**src/design/crs_pkg.sv**
```systemverilog
package crs_pkg;

  // coordinate and blend formats
  localparam int COORD_BITS = 20;
  localparam int T_FRAC     = 16;
  localparam int BLEND_W    = T_FRAC + 1;
  localparam int AXES       = 3;
  localparam int PT_W       = AXES * COORD_BITS;
  localparam int FUNC_W     = 2;

  // mode codes (the remaining codes behave as the full form)
  localparam logic [FUNC_W-1:0] FN_NO_PAST   = 2'd1;
  localparam logic [FUNC_W-1:0] FN_NO_FUTURE = 2'd2;

  // internal widths: coefficients, products, rounded products, sums
  localparam int CO_W  = COORD_BITS + 4;
  localparam int PR1_W = CO_W + BLEND_W + 1;
  localparam int R1_W  = PR1_W - T_FRAC;
  localparam int S1_W  = R1_W + 1;
  localparam int PR2_W = S1_W + BLEND_W + 1;
  localparam int R2_W  = PR2_W - T_FRAC;
  localparam int S2_W  = R2_W + 1;
  localparam int PR3_W = S2_W + BLEND_W + 1;
  localparam int R3_W  = PR3_W - T_FRAC - 1;
  localparam int R_W   = R3_W + 1;

  // rounding offsets, half an lsb of the shifted result
  localparam logic signed [PR1_W-1:0] HALF1 = PR1_W'(1) << (T_FRAC - 1);
  localparam logic signed [PR2_W-1:0] HALF2 = PR2_W'(1) << (T_FRAC - 1);
  localparam logic signed [PR3_W-1:0] HALF3 = PR3_W'(1) << T_FRAC;

  // saturation bounds
  localparam logic signed [R_W-1:0] SAT_HI = R_W'((64'd1 << (COORD_BITS - 1)) - 64'd1);
  localparam logic signed [R_W-1:0] SAT_LO = -R_W'(64'd1 << (COORD_BITS - 1));

  // register stages inside one lane
  localparam int LANE_STAGES = 7;

  // pipeline control from the top level to the output stage
  typedef struct packed {
    logic adv;
    logic vld;
  } pipe_ctl_t;

endpackage

```
**src/design/crs_lane.sv**
```systemverilog
module crs_lane import crs_pkg::*; (
  input  logic                         clk,
  input  logic                         adv,
  input  logic [FUNC_W-1:0]            func,
  input  logic signed [COORD_BITS-1:0] p,
  input  logic signed [COORD_BITS-1:0] s,
  input  logic signed [COORD_BITS-1:0] e,
  input  logic signed [COORD_BITS-1:0] f,
  input  logic [BLEND_W-1:0]           t,
  output logic signed [COORD_BITS-1:0] res,
  output logic                         clip
);

  logic signed [CO_W-1:0] pe, se, ee, fe;
  logic signed [CO_W-1:0] a_nxt, b_nxt, c_nxt;

  // stage registers
  logic signed [CO_W-1:0]  a0_r, b0_r, c0_r, s0_r;
  logic [BLEND_W-1:0]      t0_r, t1_r, t2_r, t3_r, t4_r;
  logic signed [CO_W-1:0]  a1_r, b1_r, s1c_r;
  logic signed [CO_W-1:0]  a2_r, s2c_r, a3_r, s3c_r, s4c_r, s5c_r;
  logic signed [PR1_W-1:0] m1_r;
  logic signed [S1_W-1:0]  s1_r;
  logic signed [PR2_W-1:0] m2_r;
  logic signed [S2_W-1:0]  s2_r;
  logic signed [PR3_W-1:0] m3_r;
  logic signed [COORD_BITS-1:0] res_r;
  logic                         clip_r;

  logic signed [PR1_W-1:0] m1_rnd;
  logic signed [PR2_W-1:0] m2_rnd;
  logic signed [PR3_W-1:0] m3_rnd;
  logic signed [R_W-1:0]   sum;
  logic signed [BLEND_W:0] te2, te4, te0;

  assign pe = CO_W'(p);
  assign se = CO_W'(s);
  assign ee = CO_W'(e);
  assign fe = CO_W'(f);

  // coefficients per mode
  always_comb begin
    case (func)
      FN_NO_PAST: begin
        a_nxt = ee - se;
        b_nxt = (ee <<< 2) - ((se <<< 1) + se) - fe;
        c_nxt = (se <<< 1) - ((ee <<< 1) + ee) + fe;
      end
      FN_NO_FUTURE: begin
        a_nxt = ee - pe;
        b_nxt = (pe <<< 1) - ((se <<< 2) + se) + ((ee <<< 1) + ee);
        c_nxt = ((se <<< 1) + se) - (ee <<< 1) - pe;
      end
      default: begin
        a_nxt = ee - pe;
        b_nxt = (pe <<< 1) - ((se <<< 2) + se) + (ee <<< 2) - fe;
        c_nxt = ((se <<< 1) + se) - ((ee <<< 1) + ee) - pe + fe;
      end
    endcase
  end

  // blend as a non-negative signed operand
  assign te0 = signed'({1'b0, t0_r});
  assign te2 = signed'({1'b0, t2_r});
  assign te4 = signed'({1'b0, t4_r});

  // rounding shifts, half toward plus infinity
  assign m1_rnd = (m1_r + HALF1) >>> T_FRAC;
  assign m2_rnd = (m2_r + HALF2) >>> T_FRAC;
  assign m3_rnd = (m3_r + HALF3) >>> (T_FRAC + 1);

  assign sum = R_W'(s5c_r) + R_W'(signed'(m3_rnd[R3_W-1:0]));

  // horner pipeline: multiply, round and add, one step per stage
  always_ff @(posedge clk) begin
    if (adv) begin
      a0_r  <= a_nxt;
      b0_r  <= b_nxt;
      c0_r  <= c_nxt;
      s0_r  <= se;
      t0_r  <= t;

      m1_r  <= PR1_W'(c0_r) * PR1_W'(te0);
      a1_r  <= a0_r;
      b1_r  <= b0_r;
      s1c_r <= s0_r;
      t1_r  <= t0_r;

      s1_r  <= S1_W'(b1_r) + S1_W'(signed'(m1_rnd[R1_W-1:0]));
      a2_r  <= a1_r;
      s2c_r <= s1c_r;
      t2_r  <= t1_r;

      m2_r  <= PR2_W'(s1_r) * PR2_W'(te2);
      a3_r  <= a2_r;
      s3c_r <= s2c_r;
      t3_r  <= t2_r;

      s2_r  <= S2_W'(a3_r) + S2_W'(signed'(m2_rnd[R2_W-1:0]));
      s4c_r <= s3c_r;
      t4_r  <= t3_r;

      m3_r  <= PR3_W'(s2_r) * PR3_W'(te4);
      s5c_r <= s4c_r;

      // saturate to the coordinate range
      if (sum > SAT_HI) begin
        res_r  <= SAT_HI[COORD_BITS-1:0];
        clip_r <= 1'b1;
      end else if (sum < SAT_LO) begin
        res_r  <= SAT_LO[COORD_BITS-1:0];
        clip_r <= 1'b1;
      end else begin
        res_r  <= sum[COORD_BITS-1:0];
        clip_r <= 1'b0;
      end
    end
  end

  assign res  = res_r;
  assign clip = clip_r;

endmodule

```
**config.mk**
```make
export PLATFORM = sky130hd
export DESIGN_NAME = crs_lane
export DESIGN_NICKNAME = d
export VERILOG_FILES = /design/src/design/crs_pkg.sv /design/src/design/crs_lane.sv
export SDC_FILE = /design/constraint.sdc
export NUM_CORES = 2
export LEC_CHECK = 0
export BUFFER_PORTS_ARGS = -buffer_cell sky130_fd_sc_hd__buf_2
export CORE_UTILIZATION = 62
export CTS_BUF_LIST = sky130_fd_sc_hd__clkbuf_8
export DETAILED_ROUTE_END_ITERATION = 8
export PLACE_DENSITY_LB_ADDON = 0.05
export SYNTH_ARGS = -nofsm -noshare
export SYNTH_HDL_FRONTEND = slang
export SYNTH_SLANG_ARGS = --single-unit
```
**constraint.sdc**
```tcl
create_clock -name clk -period 7.82 [get_ports clk]
set_input_delay 0.391 -clock clk [delete_from_list [all_inputs] [get_ports clk]]
set_output_delay 0.391 -clock clk [all_outputs]
set_load 0.02 [all_outputs]
```
==> results.tsv <==
stage	metric	value	unit
die	die_area	135000	um^2
synthesis	synth_mux_area_share	0.307	%
clocking	insertion_delay	840	ps
clocking	post_cts_buffers	0	
grt	grt_max_degree	109	
synthesis	synth_top_area_share	36.0	%
synthesis	netlist_area	82700	um^2
timing	finalCritPeriodShare	94.3	%
synthesis	synth_top_family_by_area	adder cells	
route	ant_nets	0	
critical_path	timing.critical_path.from_type	flop	
die	fp.coreArea	132000	um^2
route	via_count	57500	
critical_path	r2r_slack	450	ps
route	dr.pass1.iters	6	
critical_path	r2r_start	s1_r[9]	
timing	worst_pin_slew	1170	ps
clocking	cts.sinks	528	
route	routed_wirelength	206	mm
critical_path	r2r_end	m2_r[38]	
synthesis	synth_xor_area_share	4.71	%
die	die_w	367	um
route	via_per_inst	5.60	
route	drtIter0Drc	3976	
grt	use_met2	53.5	%
die	row_count	133	
clocking	cts_tree	yes	
route	wire_per_inst	20.1	um
timing	grt_setup_unrepaired	false	
final_layout	final_nets	10700	
critical_path	required	8340	ps
clocking	cts_made_buffers	90	
grt	grt_pass1_wl	331	mm
synthesis	synth_cell_types	91	
synthesis	async_flop_share	0	%
synthesis	synth_fa_ha_area_share	45.6	%
clocking	cts_buffer_depth	3	
synthesis	synth_area_per_cell	9.93	um^2
grt	grt_pass1_vias	60700	
worst_hold_path	whs_path_depth	1	
timing	setup_viol	0	
job	maxCapViolations	0	
grt	top_usage_layer	met2	
synthesis	ys_seq_area_share	19.2	%
synthesis	ys_warn_count	0	
synthesis	synth_most_common_cell	inv_1	
critical_path	crit_path_end_kind	flop	
die	io_pins	122	
grt	grt.total_usage	31.7	%
synthesis	synth_area_leaders	fa_1, edfxtp_1, ha_1, inv_1, and2_1	
final_layout	area_delta_synth_final	5.98	%
final_layout	drive_gt1_share	4.75	%
grt	antenna_found_initial	5	
critical_path	arrival	7890	ps
synthesis	synthSimpleGateAreaFrac	13.4	%
placed_design	dpl.hpwl	170	mm
grt	grt_util_met3	3.65	%
clocking	path_clk_slew	60	ps
grt	overflow	0	
timing	fin_skew	87.8	ps
timing	max_freq	0.136	GHz
grt	grt_use_met1	42.1	%
route	drcViolationCount	0	
synthesis	synth_commonest_cells	inv_1, fa_1, nand2_1, and2_1, ha_1	
placed_design	place_congestion	0.926	
worst_hold_path	hold_path_class	in2reg	
synthesis	synth_nets	10600	
synthesis	ys_ff_latch	528	
synthesis	netlist_instances	8333	
critical_path	rr_worst_depth	23	
worst_hold_path	hold_end	s2c_r[13]	
clocking	htreeDepth	3	
timing	drv_slew	0	
synthesis	synth-compound-area-share	7.15	%
critical_path	path_class	reg2reg	
die	dieHeight	367	um
die	initial_core_util	62.7	%
timing	slew_headroom	22.2	%
timing	tns	0	ps
timing	fin_crit	7370	ps
timing	hold_viol	0	
worst_hold_path	holdCritStartpoint	adv	
synthesis	yosysTopAreaCell	fa_1	
outcome	status	completed	
synthesis	ys.flop_type	edfxtp_1	
clocking	root_buffer	clkbuf_8	
placed_design	io_buffers	121	
synthesis	synth_enable_flop_cells	528	
critical_path	crit_fanout	17	
[cells by family (layout without fill, tap and decap cells)]
| family | Yosys count | after routing |
|---|---|---|
| flops | 528 | 528 |
| compound gates | 890 | 890 |
| xor+xnor | 445 | 445 |
| fa+ha+maj | 2119 | 2119 |
| other cells | 0 | 3 |
| mux | 25 | 25 |
| simple gates | 2196 | 2196 |
| buf+inv | 2130 | 2304 |
[layer usage]
layer | wire length (um) | vias to the layer above
met4 | 8500 | 2
met5 | 13 | -
met3 | 11800 | 378
met1 | 84800 | 29300
met2 | 101000 | 1718
li1 | - | 26100
[cell usage in the layout (no fill, tap or decap), types with 15 or more instances in the layout]
| master | synthesis | final |
|---|---|---|
| fa_1 | 1489 | 1489 |
| clkbuf_8 | 0 | 90 |
| o21ai_0 | 144 | 144 |
| and3_1 | 53 | 53 |
| buf_4 | 2 | 101 |
| nand3_1 | 102 | 102 |
| a31oi_1 | 41 | 41 |
| o21bai_1 | 29 | 29 |
| xnor2_1 | 299 | 299 |
| mux2i_1 | 22 | 22 |
| a21oi_1 | 252 | 252 |
| nand2b_1 | 46 | 46 |
| nor3_1 | 71 | 71 |
| ha_1 | 630 | 628 |
| xor2_1 | 146 | 146 |
| nor2_1 | 219 | 219 |
| edfxtp_1 | 528 | 528 |
| inv_1 | 1883 | 1902 |
| nand2_1 | 789 | 789 |
| a211oi_1 | 31 | 31 |
| o21a_1 | 54 | 54 |
| clkinv_1 | 0 | 19 |
| or3_1 | 18 | 18 |
| dlygate4sd3_1 | 0 | 36 |
| a221oi_1 | 34 | 34 |
| nand4_1 | 35 | 35 |
| buf_2 | 3 | 120 |
| nor2b_1 | 43 | 43 |
| and2_1 | 769 | 769 |
| and4_1 | 15 | 15 |
| a21o_1 | 135 | 135 |
[worst max path at each step]
| stage | start | to | cells past startpoint |
|---|---|---|---|
| 6_report | s1_r[9] | m2_r[38] | 23 |
| 5_1_grt | s1_r[7] | m2_r[38] | 23 |
| 4_1_cts | s1_r[8] | m2_r[38] | 23 |
| 3_5_place_dp | s1_r[7] | m2_r[38] | 23 |
| 3_3_place_gp | s1_r[7] | m2_r[38] | 23 |
| 2_1_floorplan | c0_r[17] | m1_r[41] | 24 |
[timing repair]
item	4_1_cts	5_1_grt
endpoints found under the setup margin	0	2
gates resized for setup	0	1
hold buffers	36	0
hold endpoints to repair	36	0
[through the flow]
| step | hold slack (ps) | cells | setup slack, ps | instance area (um^2) | util [%] |
|---|---|---|---|---|---|
| floorplan | 400 | 8333 | 1170 | 82700 | - |
| CTS | 12.0 | 10300 | 382 | 87700 | 66.4 |
| detailed placement | 405 | 10100 | 393 | 85400 | 64.7 |
| global placement | 401 | 10100 | 508 | 85400 | 64.7 |
| finish | 77.6 | 10300 | 448 | 87700 | 66.4 |
| global route | 55.9 | 10300 | 36.3 | 87700 | 66.4 |
[critical path: stages (launching register included)]
cell and delay [ps]:
edfxtp_1 640, and2_1 300, fa_1 530, inv_1 60
fa_1 450, fa_1 540, fa_1 550, inv_1 50
fa_1 490, fa_1 430, ha_1 320, a21oi_1 120
o21ai_0 130, a2111oi_1 700, o31ai_1 160, buf_4 190
a31oi_1 200, buf_4 180, o21a_1 190, o21ai_0 230
and2_1 280, o21a_1 190, nor2_1 120, xnor2_1 80
[sequential cells by signal, indices dropped and copies added, names as in the netlist, 21 cells and up]
name	count
a2_r	21
a1_r	21
c0_r	24
a3_r	21
b1_r	24
s1_r	27
a0_r	21
m3_r	32
m1_r	27
b0_r	24
s2_r	30
m2_r	30
[area by class of cell]
class	instances	area, um^2
Clock buffer	90	1240
Multi-Input combinational cell	5675	58900
Tap cell	1755	2200
Clock inverter	71	653
Timing Repair Buffer	260	1770
Sequential cell	528	15900
Antenna cell	3	7.51
Fill cell	10700	44300
Inverter	1883	7070
Power is left out: the tool's default activity adds up to more than one toggle a clock period on the data nets, which glitch-free logic cannot reach.
