<file path="src/design/crs_pkg.sv">
package crs_pkg;

  // coordinate and blend formats
  localparam int COORD_BITS = 20;
  localparam int T_FRAC     = 16;
  localparam int BLEND_W    = T_FRAC + 1;
  localparam int AXES       = 3;
  localparam int PT_W       = AXES * COORD_BITS;
  localparam int FUNC_W     = 2;

  // mode codes (the remaining codes behave as the full form)
  localparam logic [FUNC_W-1:0] FN_NO_PAST   = 2'd1;
  localparam logic [FUNC_W-1:0] FN_NO_FUTURE = 2'd2;

  // internal widths: coefficients, products, rounded products, sums
  localparam int CO_W  = COORD_BITS + 4;
  localparam int PR1_W = CO_W + BLEND_W + 1;
  localparam int R1_W  = PR1_W - T_FRAC;
  localparam int S1_W  = R1_W + 1;
  localparam int PR2_W = S1_W + BLEND_W + 1;
  localparam int R2_W  = PR2_W - T_FRAC;
  localparam int S2_W  = R2_W + 1;
  localparam int PR3_W = S2_W + BLEND_W + 1;
  localparam int R3_W  = PR3_W - T_FRAC - 1;
  localparam int R_W   = R3_W + 1;

  // rounding offsets, half an lsb of the shifted result
  localparam logic signed [PR1_W-1:0] HALF1 = PR1_W'(1) << (T_FRAC - 1);
  localparam logic signed [PR2_W-1:0] HALF2 = PR2_W'(1) << (T_FRAC - 1);
  localparam logic signed [PR3_W-1:0] HALF3 = PR3_W'(1) << T_FRAC;

  // saturation bounds
  localparam logic signed [R_W-1:0] SAT_HI = R_W'((64'd1 << (COORD_BITS - 1)) - 64'd1);
  localparam logic signed [R_W-1:0] SAT_LO = -R_W'(64'd1 << (COORD_BITS - 1));

  // register stages inside one lane
  localparam int LANE_STAGES = 7;

  // pipeline control from the top level to the output stage
  typedef struct packed {
    logic adv;
    logic vld;
  } pipe_ctl_t;

endpackage

</file>
<file path="src/design/crs_ifs.sv">


interface crs_out_if import crs_pkg::*; ();
  logic            valid;
  logic            ready;
  logic [PT_W-1:0] curve_point;
  logic            clipped;

  modport source (output valid, curve_point, clipped, input ready);
  modport sink (input valid, curve_point, clipped, output ready);
endinterface

</file>
<file path="src/design/crs_merge.sv">
module crs_merge import crs_pkg::*; (
  input  logic                             clk,
  input  logic                             rst_n,
  input  pipe_ctl_t                        ctl,
  input  logic [AXES-1:0][COORD_BITS-1:0]  lane_res,
  input  logic [AXES-1:0]                  lane_clip,
  crs_out_if.source                        out_res
);

  logic            out_valid_r;
  logic [PT_W-1:0] point_r;
  logic            clipped_r;

  // output valid
  always_ff @(posedge clk) begin
    if (!rst_n) begin
      out_valid_r <= 1'b0;
    end else if (ctl.adv) begin
      out_valid_r <= ctl.vld;
    end
  end

  // pack the axes and combine the clip flags
  always_ff @(posedge clk) begin
    if (ctl.adv) begin
      point_r   <= lane_res;
      clipped_r <= |lane_clip;
    end
  end

  assign out_res.valid       = out_valid_r;
  assign out_res.curve_point = point_r;
  assign out_res.clipped     = clipped_r;

endmodule

</file>
<file path="src/flat_wrapper.sv">
// flat-port wrapper written by rule: the top's interface ports become plain ports
module crs_merge_flat import crs_pkg::*;
  (clk, rst_n, ctl, lane_res, lane_clip, out_res_valid, out_res_curve_point, out_res_clipped, out_res_ready);
  crs_out_if out_res_i ();
  input  logic clk;
  input  logic rst_n;
  input  pipe_ctl_t ctl;
  input  logic [AXES-1:0][COORD_BITS-1:0] lane_res;
  input  logic [AXES-1:0] lane_clip;
  output wire logic [$bits(out_res_i.valid)-1:0] out_res_valid;
  output wire logic [$bits(out_res_i.curve_point)-1:0] out_res_curve_point;
  output wire logic [$bits(out_res_i.clipped)-1:0] out_res_clipped;
  input wire logic [$bits(out_res_i.ready)-1:0] out_res_ready;
  assign out_res_valid = out_res_i.valid;
  assign out_res_curve_point = out_res_i.curve_point;
  assign out_res_clipped = out_res_i.clipped;
  assign out_res_i.ready = out_res_ready;
  crs_merge u_core (.clk(clk), .rst_n(rst_n), .ctl(ctl), .lane_res(lane_res), .lane_clip(lane_clip), .out_res(out_res_i));
endmodule
</file>
<file path="config.mk">
export PLATFORM = sky130hd
export DESIGN_NAME = crs_merge_flat
export DESIGN_NICKNAME = d
export VERILOG_FILES = /design/src/design/crs_pkg.sv /design/src/design/crs_ifs.sv /design/src/design/crs_merge.sv /design/src/flat_wrapper.sv
export SDC_FILE = /design/constraint.sdc
export NUM_CORES = 1
export LEC_CHECK = 0
export ABC_AREA = 1
export BUFFER_PORTS_ARGS = -buffer_cell sky130_fd_sc_hd__buf_2
export CORE_AREA = 2 2 89 91
export CTS_CLUSTER_DIAMETER = 60
export DETAILED_ROUTE_END_ITERATION = 7
export DIE_AREA = 0 0 91 93
export PLACE_DENSITY_LB_ADDON = 0.08
export SKIP_LAST_GASP = 1
export SLEW_MARGIN = 20
export SYNTH_ARGS = -nofsm -noshare
export SYNTH_HDL_FRONTEND = slang
export SYNTH_SLANG_ARGS = --single-unit
</file>
<file path="constraint.sdc">
create_clock -name clk -period 1.8 [get_ports clk]
set_clock_uncertainty 0.2 [all_clocks]
set_input_delay 0.09 -clock clk [delete_from_list [all_inputs] [get_ports clk]]
set_output_delay 0.09 -clock clk [all_outputs]
set_load 0.01 [all_outputs]
</file>
==> results of run 1 <==
worst max-delay path by stage:
stage | start | endpoint | slack [ps] | cells after the start
final | lane_clip[1] | u_core.out_res.clipped | 290 | 5
after global routing | lane_clip[1] | u_core.out_res.clipped | 220 | 5
after CTS | lane_clip[1] | u_core.out_res.clipped | 320 | 5
after detailed placement | ctl[1] | u_core.out_res.curve_point[29] | 680 | 2
after global placement | ctl[1] | u_core.out_res.curve_point[29] | 700 | 2
after floorplan | u_core.out_res.valid | u_core.out_res.valid | 1000 | 2
cell families (layout without fill, tap and decap cells):
family | Yosys count | after routing
and+or+nand+nor | 6 | 6
buffers and inverters | 2 | 213
DFF | 62 | 62
metal layers:
metal	part of all wire [%]	global-route usage [%]	wire [µm]
met1	38	10.3	1710
met2	51	18.6	2270
met3	9.5	4.03	425
met4	1.4	5.68	61
met5	0	0	0
power groups by stage:
stage / Combinational, W / Clock (W) / Sequential [W]
3_3_place_gp: 0.000272 / 0 / 0.00176
6_report: 0.000380 / 0.00142 / 0.00174
2_1_floorplan: 0.00000461 / 0 / 0.00184
3_5_place_dp: 0.000275 / 0 / 0.00177
5_1_grt: 0.000412 / 0.00152 / 0.00175
4_1_cts: 0.000384 / 0.00146 / 0.00174
synthesized netlist by cell type, drive strengths merged:
cell / instances
nand2: 3
nor2: 3
edfxtp: 61
dfxtp: 1
inv: 2
sequential cells by signal (all words and copies together) (netlist names):
register and flops:
u_core.out_res.clipped 1, u_core.out_res.curve_point 60, u_core.out_res.valid 1
worst register-to-register path: cells and delay by family, from the launching register on:
kind | cells | cell delay, ps
flops | 1 | 320
simple gates | 2 | 190
final cells by class:
type	instances	area, µm²
clock inverter	4	95.1
sequential	62	1850
timing repair buffer	195	1310
inverter	2	7.51
fill	692	3980
tap	102	128
multi-input combinational	6	25.0
clock buffer	12	135
what timing repair did:
action	in CTS	in global routing
hold buffers	65	0
resized for setup	0	0
endpoints found under the hold margin	62	0
through the flow:
stage	utilization (%)	setup WS, ps	cell area (µm²)
4_1_cts	47.1	317	3550
6_report	47.1	290	3550
2_1_floorplan	-	1000	1880
3_3_place_gp	35.4	701	2670
3_5_place_dp	35.4	677	2670
5_1_grt	47.1	221	3550
==> run summary, run 1 <==
status -> completed
Buf/Inv on CP -> 3
Final HPWL DP -> 2830 µm
grt total ovfl -> 0
Distinct cells, synth -> 6
gr usage total -> 10.4%
Hold Slack -> 115 ps
mux cell area share after synthesis -> 0%
max frequency -> 662 MHz
Critical Path RT -> 1690 ps
cell count of the worst reg-to-reg path -> 2
commonest non-fill, non-tap cell in the layout -> buf_2
clock sinks -> 62
CP most frequent cell -> dlygate4sd3_1
endpoints failing hold -> 0
clk_lat worst skew -> 320 ps
Die Y -> 93 µm
WP data arrival -> 1400 ps
switch share -> 19.5%
vias in the first global route -> 1485
Vias/cell -> 3.72
Crit Path Max Fanout -> 1
CP Cell Sequence -> dlygate4sd3_1 -> buf_2 -> nor2_1 -> dlygate4sd3_1 -> nand2_1
Mapped Cells -> 70
post-synthesis area per instance -> 26.9 µm²
width of the die -> 91 µm
IO Port Bufs -> 128
Yosys top cell by area -> edfxtp_1
most frequent cells in the layout -> 128 x buf_2, 65 x dlygate4sd3_1, 61 x edfxtp_1, 9 x clkbuf_8
maximum vdd drop -> 498 µV
H-tree level count -> 3
post-route ant nets -> 0
post-CTS setup buffers -> 0
Net count, final -> 344
r2r endpoint -> u_core.out_res.valid
unrepaired setup endpoints after global routing -> no
Worst setup SP type -> primary input
pwr dens -> 998 nW/µm²
CP Class -> in2reg
Synth area leaders -> edfxtp_1 97%, dfxtp_1 1.1%, nand2_1 0.60%
# rows -> 32
clock share of power -> 40.2%
Synth Area in Simple Gates -> 1.33%
Layout Cells excl Fill -> 383
Root Buffer -> clkbuf_8
area growth from synthesis to layout -> 88.3%
Worst Hold End -> u_core.out_res.clipped
num ports -> 130
CTS tree -> yes
largest net degree at the start of global routing -> 34
Worst-path clk slew -> 70 ps
Crit path max-delay family -> buffers and inverters
GP Congestion -> 0.628
routed wire length -> 4460 µm
Synth Area in Adders -> 0%
main combinational cell family by area after synthesis -> simple AND/OR/NAND/NOR gates
hold wc startpoint -> ctl[1]
Total Power -> 0.00354 W
Largest stage delay, worst path -> 550 ps
first-pass GRT wire length -> 6690 µm
routed len/inst -> 11.6 µm
switching power -> 0.000692 W
core area -> 7530 µm²
Pint -> 0.00285 W
LEAKAGE -> 1.53 nW
RR Startpoint -> u_core.out_res.valid
Starting Density -> 25.0%
die area -> 8460 µm²
Final period util -> 83.9%
Synth Area in XOR/XNOR -> 0%
slowest cell on the critical path -> dlygate4sd3_1
Flop pwr share -> 49.1%
worst slew pin tran -> 403 ps
Clock Path Buffers -> 2
Syn. warnings -> 0
CP endpoint kind -> flip-flop
Seq cells post-synth -> 62
drt pass-1 iters -> 3
type of the tightest min-delay check -> in2reg
post-synth net total -> 138
share of layout cells above drive strength 1 -> 51.2%
Post-Syn Area -> 1880 µm²
Logic pwr share -> 10.7%
number of remaining DRC errors -> 0
post-synthesis sequential area ratio -> 98.3%
total negative setup slack -> 0 ps
max cap viols -> 0
Slew HR -> 73.2%
total CTS buffers -> 9
max-slew violation count -> 0
top-area cell type share of the netlist area -> 97.2%
DR iter-0 viols -> 62
reg2reg setup slack -> 990 ps
crit path time final -> 1510 ps
post-synthesis compound-gate area fraction -> 0%
diodes inserted -> 0
Placed Cells -> 302
Final Setup Violations -> 0
initial antenna violation count -> 0
hold path cells -> 2
routed vias -> 1426
(Power assumes the default switching activity.)
==> run 2: changes to the inputs <==
==> constraint.sdc (replaced) <==
create_clock -name clk -period 1.47 [get_ports clk]
set_clock_uncertainty 0.2 [all_clocks]
set_input_delay 0.0735 -clock clk [delete_from_list [all_inputs] [get_ports clk]]
set_output_delay 0.0735 -clock clk [all_outputs]
set_load 0.01 [all_outputs]
==> run summary, run 2 (synthesis gave the netlist of run 1 again) <==
status -> completed
cell count of the worst reg-to-reg path -> 2
Fillers -> 680
endpoints failing hold -> 0
r2r endpoint -> u_core.out_res.valid
maximum vdd drop -> 492 µV
CP most frequent cell -> dlygate4sd3_1
Net count, final -> 344
DR iter-0 viols -> 41
gr usage total -> 10.6%
Starting Density -> 25.0%
max cap viols -> 0
LEAKAGE -> 1.51 nW
total CTS buffers -> 9
number of remaining DRC errors -> 0
met3 GRT Util -> 3.95%
Final HPWL DP -> 2840 µm
WP data arrival -> 1370 ps
num ports -> 130
routed wire length -> 4430 µm
worst slew pin tran -> 330 ps
Root Buffer -> clkbuf_8
vias in the first global route -> 1457
hold wc startpoint -> ctl[1]
max frequency -> 743 MHz
Die Y -> 93 µm
share of layout cells above drive strength 1 -> 51.2%
grt total ovfl -> 0
IO Port Bufs -> 128
width of the die -> 91 µm
H-tree level count -> 3
CP Class -> in2reg
Worst Hold End -> u_core.out_res.curve_point[20]
slowest cell on the critical path -> dlygate4sd3_1
busiest metal layer after global routing -> met2
commonest non-fill, non-tap cell in the layout -> buf_2
Crit Path Max Fanout -> 1
first-pass GRT wire length -> 6710 µm
Largest stage delay, worst path -> 560 ps
pre-CTS setup slack -> 398 ps
pwr dens -> 1130 nW/µm²
crit path time final -> 1350 ps
core area -> 7530 µm²
most frequent cells in the layout -> 128 x buf_2, 65 x dlygate4sd3_1, 61 x edfxtp_1, 9 x clkbuf_8
Largest register FFs -> 60
initial antenna violation count -> 0
Critical Path RT -> 1490 ps
hold path cells -> 2
Slew HR -> 78.0%
CTS tree -> yes
area growth from synthesis to layout -> 86.5%
diodes inserted -> 0
fin util -> 46.7%
met2 global-route usage -> 18.8%
reg2reg setup slack -> 670 ps
clk_lat worst skew -> 320 ps
largest net degree at the start of global routing -> 37
Final period util -> 91.6%
max-slew violation count -> 0
Worst setup SP type -> primary input
Worst-path clk slew -> 70 ps
routed vias -> 1403
total negative setup slack -> 0 ps
met1 usage -> 10.9%
die area -> 8460 µm²
CP Cell Sequence -> dlygate4sd3_1 -> buf_2 -> nand2_1 -> dlygate4sd3_1 -> nor2_2
unrepaired setup endpoints after global routing -> no
RR Startpoint -> u_core.out_res.valid
Final Setup Violations -> 0
GP Congestion -> 0.627
CP endpoint kind -> flip-flop
routed len/inst -> 11.6 µm
Clock Path Buffers -> 2
Vias/cell -> 3.66
drt pass-1 iters -> 4
setup ws final -> 124 ps
type of the tightest min-delay check -> in2reg
post-route ant nets -> 0
# rows -> 32
clock sinks -> 62
-- run 2: cell count changes in the layout (fill, tap and decap cells not counted), sizes merged --
cell      before  now
bufinv         3    1
clkinvlp       0    1
clkinv         1    2
-- run 2: critical path, delay by kind of cell --
| kind | cells | cell delay (ps) |
|---|---|---|
| buffers and inverters | 3 | 1210 |
| and+or+nand+nor | 2 | 90 |
-- run 2: worst max path at each step --
stage / start / endpoint / slack, ps / depth (start not counted)
floorplan: u_core.out_res.valid / u_core.out_res.valid / 670 / 2
global placement: ctl[1] / u_core.out_res.curve_point[51] / 430 / 2
detailed placement: ctl[1] / u_core.out_res.curve_point[38] / 400 / 2
CTS: lane_clip[0] / u_core.out_res.clipped / 30 / 5
global route: rst_n / u_core.out_res.valid / 120 / 5
finish: rst_n / u_core.out_res.valid / 120 / 5
-- run 2: stage by stage --
| step | cells | total power [W] | hold WS [ps] | instance area (µm²) |
|---|---|---|---|---|
| 2_1_floorplan | 70 | 0.00225 | -27.6 | 1880 |
| 3_3_place_gp | 302 | 0.00250 | 50.2 | 2680 |
| 3_5_place_dp | 302 | 0.00251 | 51.6 | 2680 |
| 4_1_cts | 382 | 0.00405 | 11.1 | 3500 |
| 5_1_grt | 383 | 0.00417 | 29.4 | 3510 |
| 6_report | 383 | 0.00398 | 31.9 | 3510 |
-- run 2: routing by layer --
layer | share of wire (%) | vias up
met5 | 0 | -
met4 | 1.3 | 0
met3 | 10 | 6
met2 | 51 | 88
met1 | 38 | 625
li1 | - | 684
-- run 2: repair_timing --
| action | 4_1_cts | 5_1_grt |
|---|---|---|
| hold buffers | 64 | 2 |
| hold endpoints to repair | 62 | 1 |
| setup endpoints to repair | 0 | 1 |
| buffers inserted | 0 | 0 |
| resized for setup | 0 | 0 |
-- run 2: layout make-up --
cell class | count | area, µm² | share of cell area, %
Sequential cell | 62 | 1850 | 52.7
Timing Repair Buffer | 195 | 1320 | 37.5
Clock buffer | 12 | 135 | 3.85
Tap cell | 102 | 128 | 3.63
Clock inverter | 4 | 47.5 | 1.35
Multi-Input combinational cell | 6 | 25.0 | 0.712
Inverter | 2 | 7.51 | 0.214
-- run 2: power breakdown --
group,leakage [nW],switching (W),internal (W),total [W]
Sequential,0.606,0.0000316,0.00210,0.00213
Combinational,0.813,0.000201,0.000270,0.000470
Clock,0.0904,0.000601,0.000779,0.00138
